File: src/rtl/swmm_pkg.sv
package swmm_pkg;

	localparam int RES_W = 32;
	localparam int CFG_W = 7;

	typedef struct packed {
		logic signed [RES_W-1:0] window_min;
		logic signed [RES_W-1:0] window_max;
	} res_t;

	// upd: cells advance; with_x: a sample enters; grow: keep own contents
	typedef struct packed {
		logic upd;
		logic with_x;
		logic grow;
	} cell_ctrl_t;

endpackage

File: src/rtl/swmm_if.sv


interface swmm_res_if ();
	logic                               valid;
	logic                               ready;
	logic signed [swmm_pkg::RES_W-1:0] window_min;
	logic signed [swmm_pkg::RES_W-1:0] window_max;

	modport source (output valid, output window_min, output window_max, input ready);
	modport sink (input valid, input window_min, input window_max, output ready);
endinterface


File: src/rtl/swmm_obuf.sv
module swmm_obuf (
	input  logic                clk,
	input  logic                arst_n,
	input  logic                push,
	input  swmm_pkg::res_t      din,
	swmm_res_if.source          res,
	output logic                full
);

	swmm_pkg::res_t ent_q [2];
	logic           wp_q;
	logic           rp_q;
	logic [1:0]     cnt_q;
	logic           pop;

	assign pop            = res.valid && res.ready;
	assign res.valid      = cnt_q != 2'd0;
	assign res.window_min = ent_q[rp_q].window_min;
	assign res.window_max = ent_q[rp_q].window_max;
	assign full           = cnt_q == 2'd2;

	always_ff @(posedge clk) begin
		if (push) begin
			ent_q[wp_q] <= din;
		end
	end

	always_ff @(posedge clk or negedge arst_n) begin
		if (!arst_n) begin
			wp_q  <= 1'b0;
			rp_q  <= 1'b0;
			cnt_q <= 2'd0;
		end else begin
			if (push) begin
				wp_q <= ~wp_q;
			end
			if (pop) begin
				rp_q <= ~rp_q;
			end
			case ({push, pop})
				2'b10:   cnt_q <= cnt_q + 2'd1;
				2'b01:   cnt_q <= cnt_q - 2'd1;
				default: cnt_q <= cnt_q;
			endcase
		end
	end

`ifndef SYNTH
	a_cnt_range: assert property (@(posedge clk) disable iff (!arst_n)
		cnt_q <= 2'd2) else $error("obuf count out of range");
	a_no_push_full: assert property (@(posedge clk) disable iff (!arst_n)
		push |-> !full) else $error("obuf push while full");
	a_hold: assert property (@(posedge clk) disable iff (!arst_n)
		res.valid && !res.ready |=> res.valid && $stable(res.window_min)
		&& $stable(res.window_max)) else $error("result word changed while waiting");
`endif

endmodule

File: src/flat_wrapper.sv
// flat-port wrapper written by rule: the top's interface ports become plain ports
module swmm_obuf_flat 
  (clk, arst_n, push, din, full, res_valid, res_window_min, res_window_max, res_ready);
  swmm_res_if res_i ();
  input  logic clk;
  input  logic arst_n;
  input  logic push;
  input  swmm_pkg::res_t din;
  output logic full;
  output wire logic [$bits(res_i.valid)-1:0] res_valid;
  output wire logic [$bits(res_i.window_min)-1:0] res_window_min;
  output wire logic [$bits(res_i.window_max)-1:0] res_window_max;
  input wire logic [$bits(res_i.ready)-1:0] res_ready;
  assign res_valid = res_i.valid;
  assign res_window_min = res_i.window_min;
  assign res_window_max = res_i.window_max;
  assign res_i.ready = res_ready;
  swmm_obuf u_core (.clk(clk), .arst_n(arst_n), .push(push), .din(din), .res(res_i), .full(full));
endmodule
File: config.mk
export PLATFORM = sky130hd
export DESIGN_NAME = swmm_obuf_flat
export DESIGN_NICKNAME = d
export VERILOG_FILES = /design/src/rtl/swmm_pkg.sv /design/src/rtl/swmm_if.sv /design/src/rtl/swmm_obuf.sv /design/src/flat_wrapper.sv
export SDC_FILE = /design/constraint.sdc
export NUM_CORES = 1
export LEC_CHECK = 0
export ABC_AREA = 1
export BUFFER_PORTS_ARGS = -buffer_cell sky130_fd_sc_hd__buf_2
export CORE_ASPECT_RATIO = 1.5
export CORE_MARGIN = 2
export CORE_UTILIZATION = 52
export CTS_CLUSTER_DIAMETER = 100
export CTS_CLUSTER_SIZE = 28
export DETAILED_ROUTE_END_ITERATION = 8
export PLACE_DENSITY_LB_ADDON = 0.3
export SYNTH_ARGS = -nofsm -noshare
export SYNTH_HDL_FRONTEND = slang
export SYNTH_SLANG_ARGS = --single-unit
File: constraint.sdc
create_clock -name clk -period 4.4 [get_ports clk]
set_input_delay 0.44 -clock clk [delete_from_list [all_inputs] [get_ports clk]]
set_output_delay 0.44 -clock clk [all_outputs]
set_load 0.02 [all_outputs]
==> reports/metrics.yaml <==
p_total_mw: 4.46
cp_data_arrival_time_ns: 2.06
nets: 574
peakVddDrop_mv: 0.491
leakagePower_nw: 2.71
core-area_um2: 9200
die_h_um: 123
synth_edf_count: 128
htreeDepth: 4
path_class: "register to output pin"
grt_max_degree: 66
finalWirelength_um: 9170
gr-usage-all-layers_pct: 18.4
rsz0062_at_grt: "false"
worst_pin_slew_ns: 1.12
synthTopCellsByCount: "nand2_1 (201), edfxtp_1 (128), buf_4 (8), inv_1 (7), buf_2 (6)"
vias: 3086
hpwl_um: 5680
hold_path_class: "primary input to register"
boundaryPins: 134
cp_max_fo: 65
grt_pass1_wl_um: 14000
synthArstFlopShare_pct: 3.03
avgSynthCellArea_um2: 13.4
portBuffers: 133
routed_via_density: 4.91
die_w_um: 83.0
drtIter0Drc: 161
ys_seq_area_share_pct: 80.9
cellPowerDensity_nw_per_um2: 721
fmax_mhz: 400
synth_top_cell_by_area: "edfxtp_1"
cts_buffers: 17
netlist_area_um2: 4870
dr.pass1.iters: 4
antenna_cells: 0
synthCells: 363
worstReg2RegStart: "u_core.wp_q"
gp_congestion: 0.785
tns_ns: 0
clock_path_buffers: 2
drv_cap: 0
setup_viol: 0
grt_remaining_overflow: 0
crit_path_end: "res_window_min[19]"
drtAntennaViolNets: 0
cts_root_buf: "clkbuf_16"
slew_violations: 0
r2r-end: "u_core.ent_q[0][5]"
hold_viol: 0
area_delta_synth_final_pct: 26.8
power.share.sequential_pct: 39.1
cts.sinks: 132
ys_seq_elements: 132
cp-end-kind: "output pin"
p_comb_share_pct: 32.1
num_rows: 43
r2r_cells: 2
synth_top_area_share_pct: 78.9
dieArea_um2: 10200
fillCellCount: 663
first_global_vias: 3026
final_core_util_pct: 67.1
initial_utilization_pct: 53.0
swShare_pct: 35.2
netlist_top_cells_area: "edfxtp_1 (79%), nand2_1 (15%), dfrtp_1 (2.1%)"
regToRegSetupSlack_ns: 2.29
p_clk_share_pct: 28.8
fin_skew_ns: 0.0118
cts_tree: "done"
clkSlewWorstSetupHoldPaths_ns: 0.05
status: "complete, no violations"
drive_gt1_share_pct: 31.7
synth_nets: 432
synth_ff_type: "edfxtp_1"
crit_start: "u_core.rp_q"
holdWs_ns: 0.221
remaining_drc_errors: 0
slew_headroom_pct: 25.2
crit_path_start_kind: "register"
cts_resized: 0
final_area_um2: 6180
fin_crit_sh_pct: 56.9
clk_latency_ns: 0.41
grt_antenna_before_repair: 1
wl_per_cell_um: 14.6
yosysUniqueCellTypes: 13
p_sw_mw: 1.57
fin_crit_ns: 2.50
p_int_mw: 2.89
yosysWarnings: 0
post-synth-top-count-cell: "nand2_1"
post_dp_cell_area_um2: 5620
worstPathRequired_ns: 3.96
routing by layer:
metal  routed length [um]  global-route usage, %
met1                 3430                   19.4
met2                 5010                   32.2
met3                  459                   6.25
met4                  267                   10.7
met5                   11                      0
flip-flops by register name, summed over array words and instances, names as in the netlist:
signal and cells:
u_core.ent_q 128, u_core.cnt_q 2, u_core.wp_q 1, u_core.rp_q 1
timing repair:
action / in CTS / in global routing
endpoints found under the hold margin: 4 / 0
endpoints found under the setup margin: 0 / 0
buffers inserted: 0 / 0
hold buffers: 1 / 0
how the worst min path moves through the flow:
stage          startpoint                  end  slack, ns  cells past startpoint
2_1_floorplan      arst_n      u_core.cnt_q[0]       0.14                      0
3_3_place_gp       arst_n          u_core.wp_q       0.25                      1
3_5_place_dp       arst_n          u_core.wp_q       0.25                      1
4_1_cts           din[28]  u_core.ent_q[0][28]       0.21                      1
5_1_grt           din[28]  u_core.ent_q[0][28]       0.21                      1
6_report          din[57]  u_core.ent_q[1][57]       0.22                      1
placed cells by master (no fill, tap or decap), drive strengths merged:
cell type      n
nand2        201
buf          136
edfxtp       128
clkbuf        19
inv            8
clkinv         7
dfrtp          4
clkinvlp       3
nand3          2
bufinv         2
nor2           2
xnor2          1
nand4          1
xor2           1
ha             1
dlygate4sd3    1
layout make-up:
type | instances | area [um^2] | share of cell area (%)
flip-flops and latches | 132 | 3950 | 63.9
multi-input cells | 209 | 816 | 13.2
clock inverters | 12 | 115 | 1.86
inverters | 8 | 30.0 | 0.486
well taps | 112 | 140 | 2.27
repair buffers | 137 | 698 | 11.3
clock buffers | 19 | 433 | 7.01
metrics by stage:
step	cells	worst slack [ns]
after floorplan	363	0.729
after detailed placement	597	2.06
after CTS	629	1.87
final	629	1.90
after global routing	629	1.73
after global placement	597	2.13
cells by family (layout without fill, tap and decap cells):
| group | after synthesis | count (layout) | share of synthesized area (%) |
|---|---|---|---|
| adders and majority gates | 1 | 1 | 0.257 |
| xor gates and xnor gates | 2 | 2 | 0.360 |
| and+or+nand+nor | 206 | 206 | 16.0 |
| DFF | 132 | 132 | 80.9 |
| buffers and inverters | 22 | 176 | 2.47 |
critical path: stages, from the launching register on:
cell,delay [ns]
dfrtp_2,0.40
inv_2,0.78
nand2_1,0.14
nand2_1,0.12
buf_2,0.17
power groups by stage:
stage	combinational (mW)	sequential (mW)	clock [mW]
final	1.43	1.74	1.28
after global routing	1.57	1.76	1.35
after CTS	1.45	1.74	1.31
after detailed placement	1.44	1.76	0
after global placement	1.42	1.75	0
after floorplan	0.985	1.76	0
Note: power is estimated with default switching activity, not from simulation.
