`src/rtl/swmm_pkg.sv`:
```
package swmm_pkg;

	localparam int RES_W = 32;
	localparam int CFG_W = 7;

	typedef struct packed {
		logic signed [RES_W-1:0] window_min;
		logic signed [RES_W-1:0] window_max;
	} res_t;

	// upd: cells advance; with_x: a sample enters; grow: keep own contents
	typedef struct packed {
		logic upd;
		logic with_x;
		logic grow;
	} cell_ctrl_t;

endpackage

```
`src/rtl/swmm_cell.sv`:
```
module swmm_cell #(
	parameter int W  = 32,
	parameter int N  = 64,
	parameter int K  = 0,
	parameter int LW = 7
) (
	input  logic                 clk,
	input  logic                 arst_n,
	input  swmm_pkg::cell_ctrl_t ctrl,
	input  logic [LW-1:0]        lnew,
	input  logic signed [W-1:0]  x,
	input  logic                 nb_valid,
	input  logic signed [W-1:0]  nb_min,
	input  logic signed [W-1:0]  nb_max,
	output logic                 valid,
	output logic signed [W-1:0]  vmin,
	output logic signed [W-1:0]  vmax,
	output logic                 nxt_valid,
	output logic signed [W-1:0]  nxt_min,
	output logic signed [W-1:0]  nxt_max
);

	localparam logic [LW:0] KV = (LW+1)'(K);
	localparam logic [LW:0] NV = (LW+1)'(N);

	logic                valid_q;
	logic signed [W-1:0] min_q;
	logic signed [W-1:0] max_q;
	logic                active;
	logic                src_v;
	logic signed [W-1:0] src_min;
	logic signed [W-1:0] src_max;

	// cell K covers K + L - N + 1 most recent samples
	assign active  = (KV + {1'b0, lnew}) >= NV;
	assign src_v   = ctrl.grow ? valid_q : nb_valid;
	assign src_min = ctrl.grow ? min_q : nb_min;
	assign src_max = ctrl.grow ? max_q : nb_max;

	always_comb begin
		nxt_valid = active && (ctrl.with_x || src_v);
		nxt_min   = src_min;
		nxt_max   = src_max;
		if (ctrl.with_x) begin
			nxt_min = (!src_v || x < src_min) ? x : src_min;
			nxt_max = (!src_v || x > src_max) ? x : src_max;
		end
	end

	always_ff @(posedge clk or negedge arst_n) begin
		if (!arst_n) begin
			valid_q <= 1'b0;
		end else if (ctrl.upd) begin
			valid_q <= nxt_valid;
		end
	end

	always_ff @(posedge clk) begin
		if (ctrl.upd) begin
			min_q <= nxt_min;
			max_q <= nxt_max;
		end
	end

	assign valid = valid_q;
	assign vmin  = min_q;
	assign vmax  = max_q;

endmodule

```
`config.mk`:
```
export PLATFORM = sky130hd
export DESIGN_NAME = swmm_cell
export DESIGN_NICKNAME = d
export VERILOG_FILES = /design/src/rtl/swmm_pkg.sv /design/src/rtl/swmm_cell.sv
export SDC_FILE = /design/constraint.sdc
export NUM_CORES = 1
export LEC_CHECK = 0
export BUFFER_PORTS_ARGS = -buffer_cell sky130_fd_sc_hd__buf_2
export CELL_PAD_IN_SITES_DETAIL_PLACEMENT = 0
export CELL_PAD_IN_SITES_GLOBAL_PLACEMENT = 1
export CORE_ASPECT_RATIO = 1.4
export CORE_MARGIN = 3
export CORE_UTILIZATION = 40
export DETAILED_ROUTE_END_ITERATION = 12
export GPL_TIMING_DRIVEN = 0
export PLACE_DENSITY_LB_ADDON = 0.08
export SLEW_MARGIN = 20
export SYNTH_ARGS = -nofsm -noshare
export SYNTH_HDL_FRONTEND = slang
export SYNTH_SLANG_ARGS = --single-unit
```
`constraint.sdc`:
```
create_clock -name clk -period 8.6 [get_ports clk]
set_input_delay 1.72 -clock clk [delete_from_list [all_inputs] [get_ports clk]]
set_output_delay 1.72 -clock clk [all_outputs]
set_load 0.01 [all_outputs]
```
==> summary.txt, run 1 <==
Later-pin clock latency in the skew report -> 0.33 ns
Die width -> 109 um
Post-CTS Setup Bufs -> 0
P&R area growth vs syn -> 28.5%
Layout cells sized above 1 -> 0.384
Die Height -> 151 um
Unrepaired setup endpoints after global routing -> false
Area leader, netlist -> edfxtp_1
Fraction of registers with async set or reset after synthesis -> 0.0154
Max FO, Critical Path -> 10
Setup CP Type -> in -> out
Relative slew slack -> 0.513
Dpl cells -> 1,012
ANT nets after route -> 0
Row count -> 52
Footprint of the multi-input gates -> 3680 um2
I/O pin count -> 239
Max IR drop VDD -> 93.8 uV
Number of synthesized register bits -> 65
Yosys cell types -> 45
CP Data Arrival Time -> 5.84 ns
# clock sinks -> 65
Largest net degree at the start of global routing -> 37
Clock period minus worst slack -> 7.56 ns
GRT Total Usage -> 0.242
Global route overflow -> 0
Avg Inst Size Synth -> 10.1 um2
Critical Path Start Type -> input pin
Synth Cell Area -> 5980 um2
PortBufs -> 232
FF+latch area -> 1950 um2
Die Area -> 16,500 um2
Post-synth EDFFs -> 64
Min-Delay Path Depth -> 1
Cts repair resizes -> 0
HP Class -> reg -> reg
First-pass GRT wire length -> 30,600 um
Max-slew violations -> 0
Leakage -> 0.00365 uW
Most used cell, CP -> buf_2
Final setup viols -> 0
Hold wc startpoint -> valid$_DFFE_PN0P_
Core ar. -> 14,600 um2
Final net count -> 1,006
Mean number of vias per cell -> 5.63
Post-route DRC violation count -> 0
Max stage delay on crit path -> 0.60 ns
R2r setup slk -> 5.25 ns
Sequential element share of the synthesized area -> 0.326
Initial antenna violation count -> 1
Fin. Hold Viols -> 0
Routed WL -> 20,400 um
CP max stage cell -> nor4_1
Clock Path Buffers -> 2
WP data required -> 6.88 ns
Wire per inst -> 19.8 um
Setup TNS -> 0 ns
Number of global-route vias before repair -> 5,758
Starting DRT DRC Count -> 229
Synth area leaders -> edfxtp_1 32%, mux2i_1 16%, ha_1 13%, a311oi_2 7.5%, a22oi_1 4.1%
Initial Util -> 0.410
Peak Freq -> 132 MHz
Layout Skew -> 0.00569 ns
Least-Margin Pin Slew -> 0.725 ns
Fillers -> 1,414
Non-Filler Instances -> 1,029
TritonCTS clock tree -> built
Reg2Reg Capture Point -> vmin[29]$_DFFE_PP_
Vias -> 5,796
RD Place Congestion -> 0.868
YS warnings -> 0
Worst-path clk slew -> 0.06 ns
Worst Reg-to-Reg Cells -> 10
Hold path endpoint -> valid$_DFFE_PN0P_
Final HPWL DP -> 16,200 um
Clock buffer count from CTS -> 9
Critical Path, Cell by Cell -> buf_2 -> buf_2 -> buf_2 -> buf_2 -> mux2i_1 -> ha_1 -> nand4_1 -> nor4_1 -> o21a_1 -> o311ai_1 -> o311ai_4 -> buf_6 -> mux2i_1 -> buf_2
TritonRoute pass-1 iters -> 5
Reg-to-reg critical path startpoint -> vmin[31]$_DFFE_PP_
Syn Inst Count -> 590
Cell Pwr Density -> 176 nW/um2
CTS Root Cell -> clkbuf_16
Dominant synthesized flop cell -> edfxtp_1
CTS Hold Bufs -> 0
Critical path endpoint category -> output port
Synth top area share -> 0.321
Status -> finished, final reports clean
Syn nets -> 762
Max-Cap Viols -> 0
CP startpoint -> ctrl[0]
Final cycle utilization of the critical path -> 0.879
H-tree depth -> 3
worst max-delay path, delay by kind of cell:
family          cells  cell delay (ns)
fa+ha+maj           1             0.19
buf+inv             6             1.62
simple gates        2             0.82
compound gates      3             0.84
mux                 2             0.62
stage by stage:
| step | hold slack, ns | utilization | total power [uW] | setup slack, ns | cell area [um2] |
|---|---|---|---|---|---|
| after floorplan | 0.586 | - | 777 | 2.16 | 5980 |
| after global placement | 0.537 | 0.506 | 980 | 1.04 | 7380 |
| after detailed placement | 0.554 | 0.508 | 996 | 1.02 | 7400 |
| after CTS | 0.568 | 0.527 | 1360 | 0.995 | 7680 |
| after global routing | 0.593 | 0.527 | 1430 | 0.762 | 7680 |
| final | 0.567 | 0.527 | 1350 | 1.04 | 7680 |
final cells by class:
class                   instances  share of cell area
inverters                      35              0.0171
clock buffers                  12              0.0308
plain buffers                  36              0.0287
multi-input cells             454               0.479
repair buffers                233               0.154
well taps                     189              0.0308
flip-flops and latches         65               0.253
clock inverters                 4             0.00570
diodes                          1            0.000326
synth_stat cells (2+ instances only):
master    instances
a21boi_0          2
o211ai_1          4
a21oi_1          23
o21ai_0          39
mux2_2            3
clkbuf_1         16
mux2i_1          95
buf_6             8
nand4_1           9
a311oi_1          2
a22oi_1          33
ha_1             63
a311oi_2         30
nand3_1           2
nand2_1          46
edfxtp_1         64
buf_2            11
nor2_1           54
nor3_1            3
inv_1            35
and4_4            2
a21o_1            6
nor2_2           16
o21a_1            3
sequential cells by signal, indices dropped and copies added (netlist names):
register	count
vmin	32
vmax	32
valid	1
power breakdown:
| group | switching, uW | internal [uW] |
|---|---|---|
| combinational | 337 | 230 |
| sequential | 17.6 | 403 |
| clock | 140 | 223 |
layout by cell type (no fill, tap or decap), types with 4 or more instances in the layout:
master | netlist | routed
edfxtp_1 | 64 | 64
a311oi_2 | 30 | 30
nor2_2 | 16 | 16
clkbuf_16 | 0 | 9
o211ai_1 | 4 | 4
clkbuf_1 | 16 | 19
nand2_1 | 46 | 46
a21o_1 | 6 | 6
nor2_1 | 54 | 54
a21oi_1 | 23 | 23
o21ai_0 | 39 | 39
mux2i_1 | 95 | 95
a22oi_1 | 33 | 33
buf_2 | 11 | 242
inv_1 | 35 | 35
buf_6 | 8 | 8
ha_1 | 63 | 63
nand4_1 | 9 | 9
routing by layer:
layer  vias up  GRT usage  part of all wire
li1       2744          -                 -
met1      2788      0.284              0.39
met2       226      0.428              0.52
met3        38     0.0373             0.051
met4         0      0.110             0.038
met5         -          0                 0
worst max-delay path by stage:
| stage | to | slack (ns) | cells past startpoint |
|---|---|---|---|
| final | nxt_max[20] | 1.04 | 14 |
| after global routing | nxt_max[4] | 0.76 | 14 |
| after CTS | nxt_max[4] | 0.99 | 14 |
| after detailed placement | nxt_max[20] | 1.02 | 14 |
| after global placement | nxt_max[1] | 1.04 | 14 |
| after floorplan | nxt_min[25] | 2.16 | 12 |
cell families after synthesis:
group / Yosys count / synth area share
AOI/OAI and AO/OA: 152 / 0.208
adders and majority gates: 63 / 0.132
buffers and inverters: 71 / 0.0588
DFF: 65 / 0.326
muxes: 100 / 0.170
and+or+nand+nor: 139 / 0.106
Note: power is estimated with default switching activity, not from simulation.
==> run 2, diff against run 1 <==
- CORE_UTILIZATION: 40 -> 25
- PLACE_DENSITY: unset -> 0.64
- PLACE_DENSITY_LB_ADDON: 0.08 -> unset
- SKIP_CTS_REPAIR_TIMING: unset -> 1
==> run 2 against run 1 <==
  * Non-clock buffer count stayed put
  * Critical path depth stayed put
  * Total power is 1.3% higher
  * First-iteration DRC count is 14% higher
  * Flip-flop and latch count stayed put
  * Critical endpoint is now nxt_max[10]
  * Via count is 3.7% lower
  * Worst hold slack better by 0.015 ns
  * Clock skew is 0.012 ns higher
  * Critical path type unchanged
  * Register-to-register slack worse by 0.21 ns
  * Largest cell class unchanged
==> summary.txt, run 2 (synthesis results as in run 1) <==
Worst-path clk slew -> 0.06 ns
Starting DRT DRC Count -> 260
TritonRoute pass-1 iters -> 5
DRT met1 WL -> 9080 um
Clock buffer count from CTS -> 9
Wire per inst -> 20.0 um
Final HPWL DP -> 18,400 um
PortBufs -> 232
CP Data Arrival Time -> 6.03 ns
Global route overflow -> 0
Total power -> 1370 uW
Relative slew slack -> 0.554
Uppermost layer routed -> met5
Final cycle utilization of the critical path -> 0.901
Critical Path Start Type -> input pin
WL met3 -> 1650 um
ANT nets after route -> 0
WP data required -> 6.88 ns
Min-Delay Path Depth -> 1
R2r setup slk -> 5.04 ns
GRT Total Usage -> 0.178
Hold path endpoint -> valid$_DFFE_PN0P_
TritonCTS clock tree -> built
Reg2Reg Capture Point -> vmin[0]$_DFFE_PP_
Layout cells sized above 1 -> 0.384
Final setup viols -> 0
Die width -> 137 um
Row count -> 66
Clock Path Buffers -> 2
Least-Margin Pin Slew -> 0.651 ns
Cell Pwr Density -> 175 nW/um2
Most frequent cells in the layout -> 242 x buf_2, 95 x mux2i_1, 64 x edfxtp_1
Initial antenna violation count -> 2
Fin. Hold Viols -> 0
Leakage -> 0.00365 uW
Status -> finished, final reports clean
Routed WL -> 23,000 um
Setup CP Type -> in -> out
Later-pin clock latency in the skew report -> 0.36 ns
Core ar. -> 23,400 um2
Metal2 WL -> 12,000 um
Max IR drop VDD -> 100 uV
H-tree depth -> 3
Critical path endpoint category -> output port
Die Height -> 189 um
Commonest non-fill, non-tap cell in the layout -> buf_2
Number of global-route vias before repair -> 5,696
Peak Freq -> 129 MHz
Setup TNS -> 0 ns
Vias -> 5,580
Largest net degree at the start of global routing -> 38
Clock period minus worst slack -> 7.75 ns
P&R area growth vs syn -> 30.9%
RD Place Congestion -> 0.771
# clock sinks -> 65
Area after DPL -> 7550 um2
HP Class -> reg -> reg
Max-slew violations -> 0
Initial Util -> 0.256
Max FO, Critical Path -> 10
Worst Reg-to-Reg Cells -> 11
Layout Skew -> 0.0173 ns
Hold wc startpoint -> valid$_DFFE_PN0P_
Post-route setup slack -> 0.849 ns
Mean number of vias per cell -> 4.87
Final net count -> 1,006
First-pass GRT wire length -> 34,400 um
I/O pin count -> 239
Max-Cap Viols -> 0
Reg-to-reg critical path startpoint -> vmin[31]$_DFFE_PP_
Post-route DRC violation count -> 0
Pre-CTS WS -> 0.790 ns
Unrepaired setup endpoints after global routing -> false
Die Area -> 25,800 um2
Final instance area -> 7830 um2
CTS Root Cell -> clkbuf_16
run 2: layout make-up:
type,instances,area [um2]
inverters,35,131
repair buffers,233,1180
clock inverters,4,43.8
well taps,306,383
multi-input cells,454,3680
diodes,1,2.50
fillers,2513,15500
plain buffers,36,220
clock buffers,12,236
flip-flops and latches,65,1950
run 2: how the worst max path moves through the flow:
stage | start | endpoint
2_1_floorplan | ctrl[0] | nxt_min[25]
3_3_place_gp | ctrl[0] | nxt_max[28]
3_5_place_dp | ctrl[0] | nxt_max[28]
4_1_cts | ctrl[0] | nxt_max[28]
5_1_grt | ctrl[0] | nxt_max[10]
6_report | ctrl[0] | nxt_max[10]
run 2: stage by stage:
stage               hold WS, ns  utilization  cells
floorplan                 0.586            -    590
global placement          0.555        0.322   1128
detailed placement        0.572        0.323   1129
CTS                       0.584        0.335   1145
global route              0.612        0.335   1146
finish                    0.582        0.335   1146
run 2: power breakdown:
group          internal [uW]  total [uW]  switching (uW)
Clock                    223         372             149
Sequential               403         420            17.0
Combinational            230         576             346
run 2: per-layer routing:
layer,track usage,up-vias
li1,-,2745
met1,0.207,2619
met2,0.322,199
met3,0.0449,15
met4,0.0438,2
met5,0,-
run 2: critical path: stages:
cell and delay, ns:
buf_2 0.11, buf_2 0.30, buf_2 0.38, buf_2 0.44
mux2i_1 0.40, ha_1 0.20, nand4_1 0.19, nor4_1 0.62
o21a_1 0.27, o311ai_1 0.14, o311ai_4 0.50, buf_6 0.27
mux2i_1 0.29, buf_2 0.18
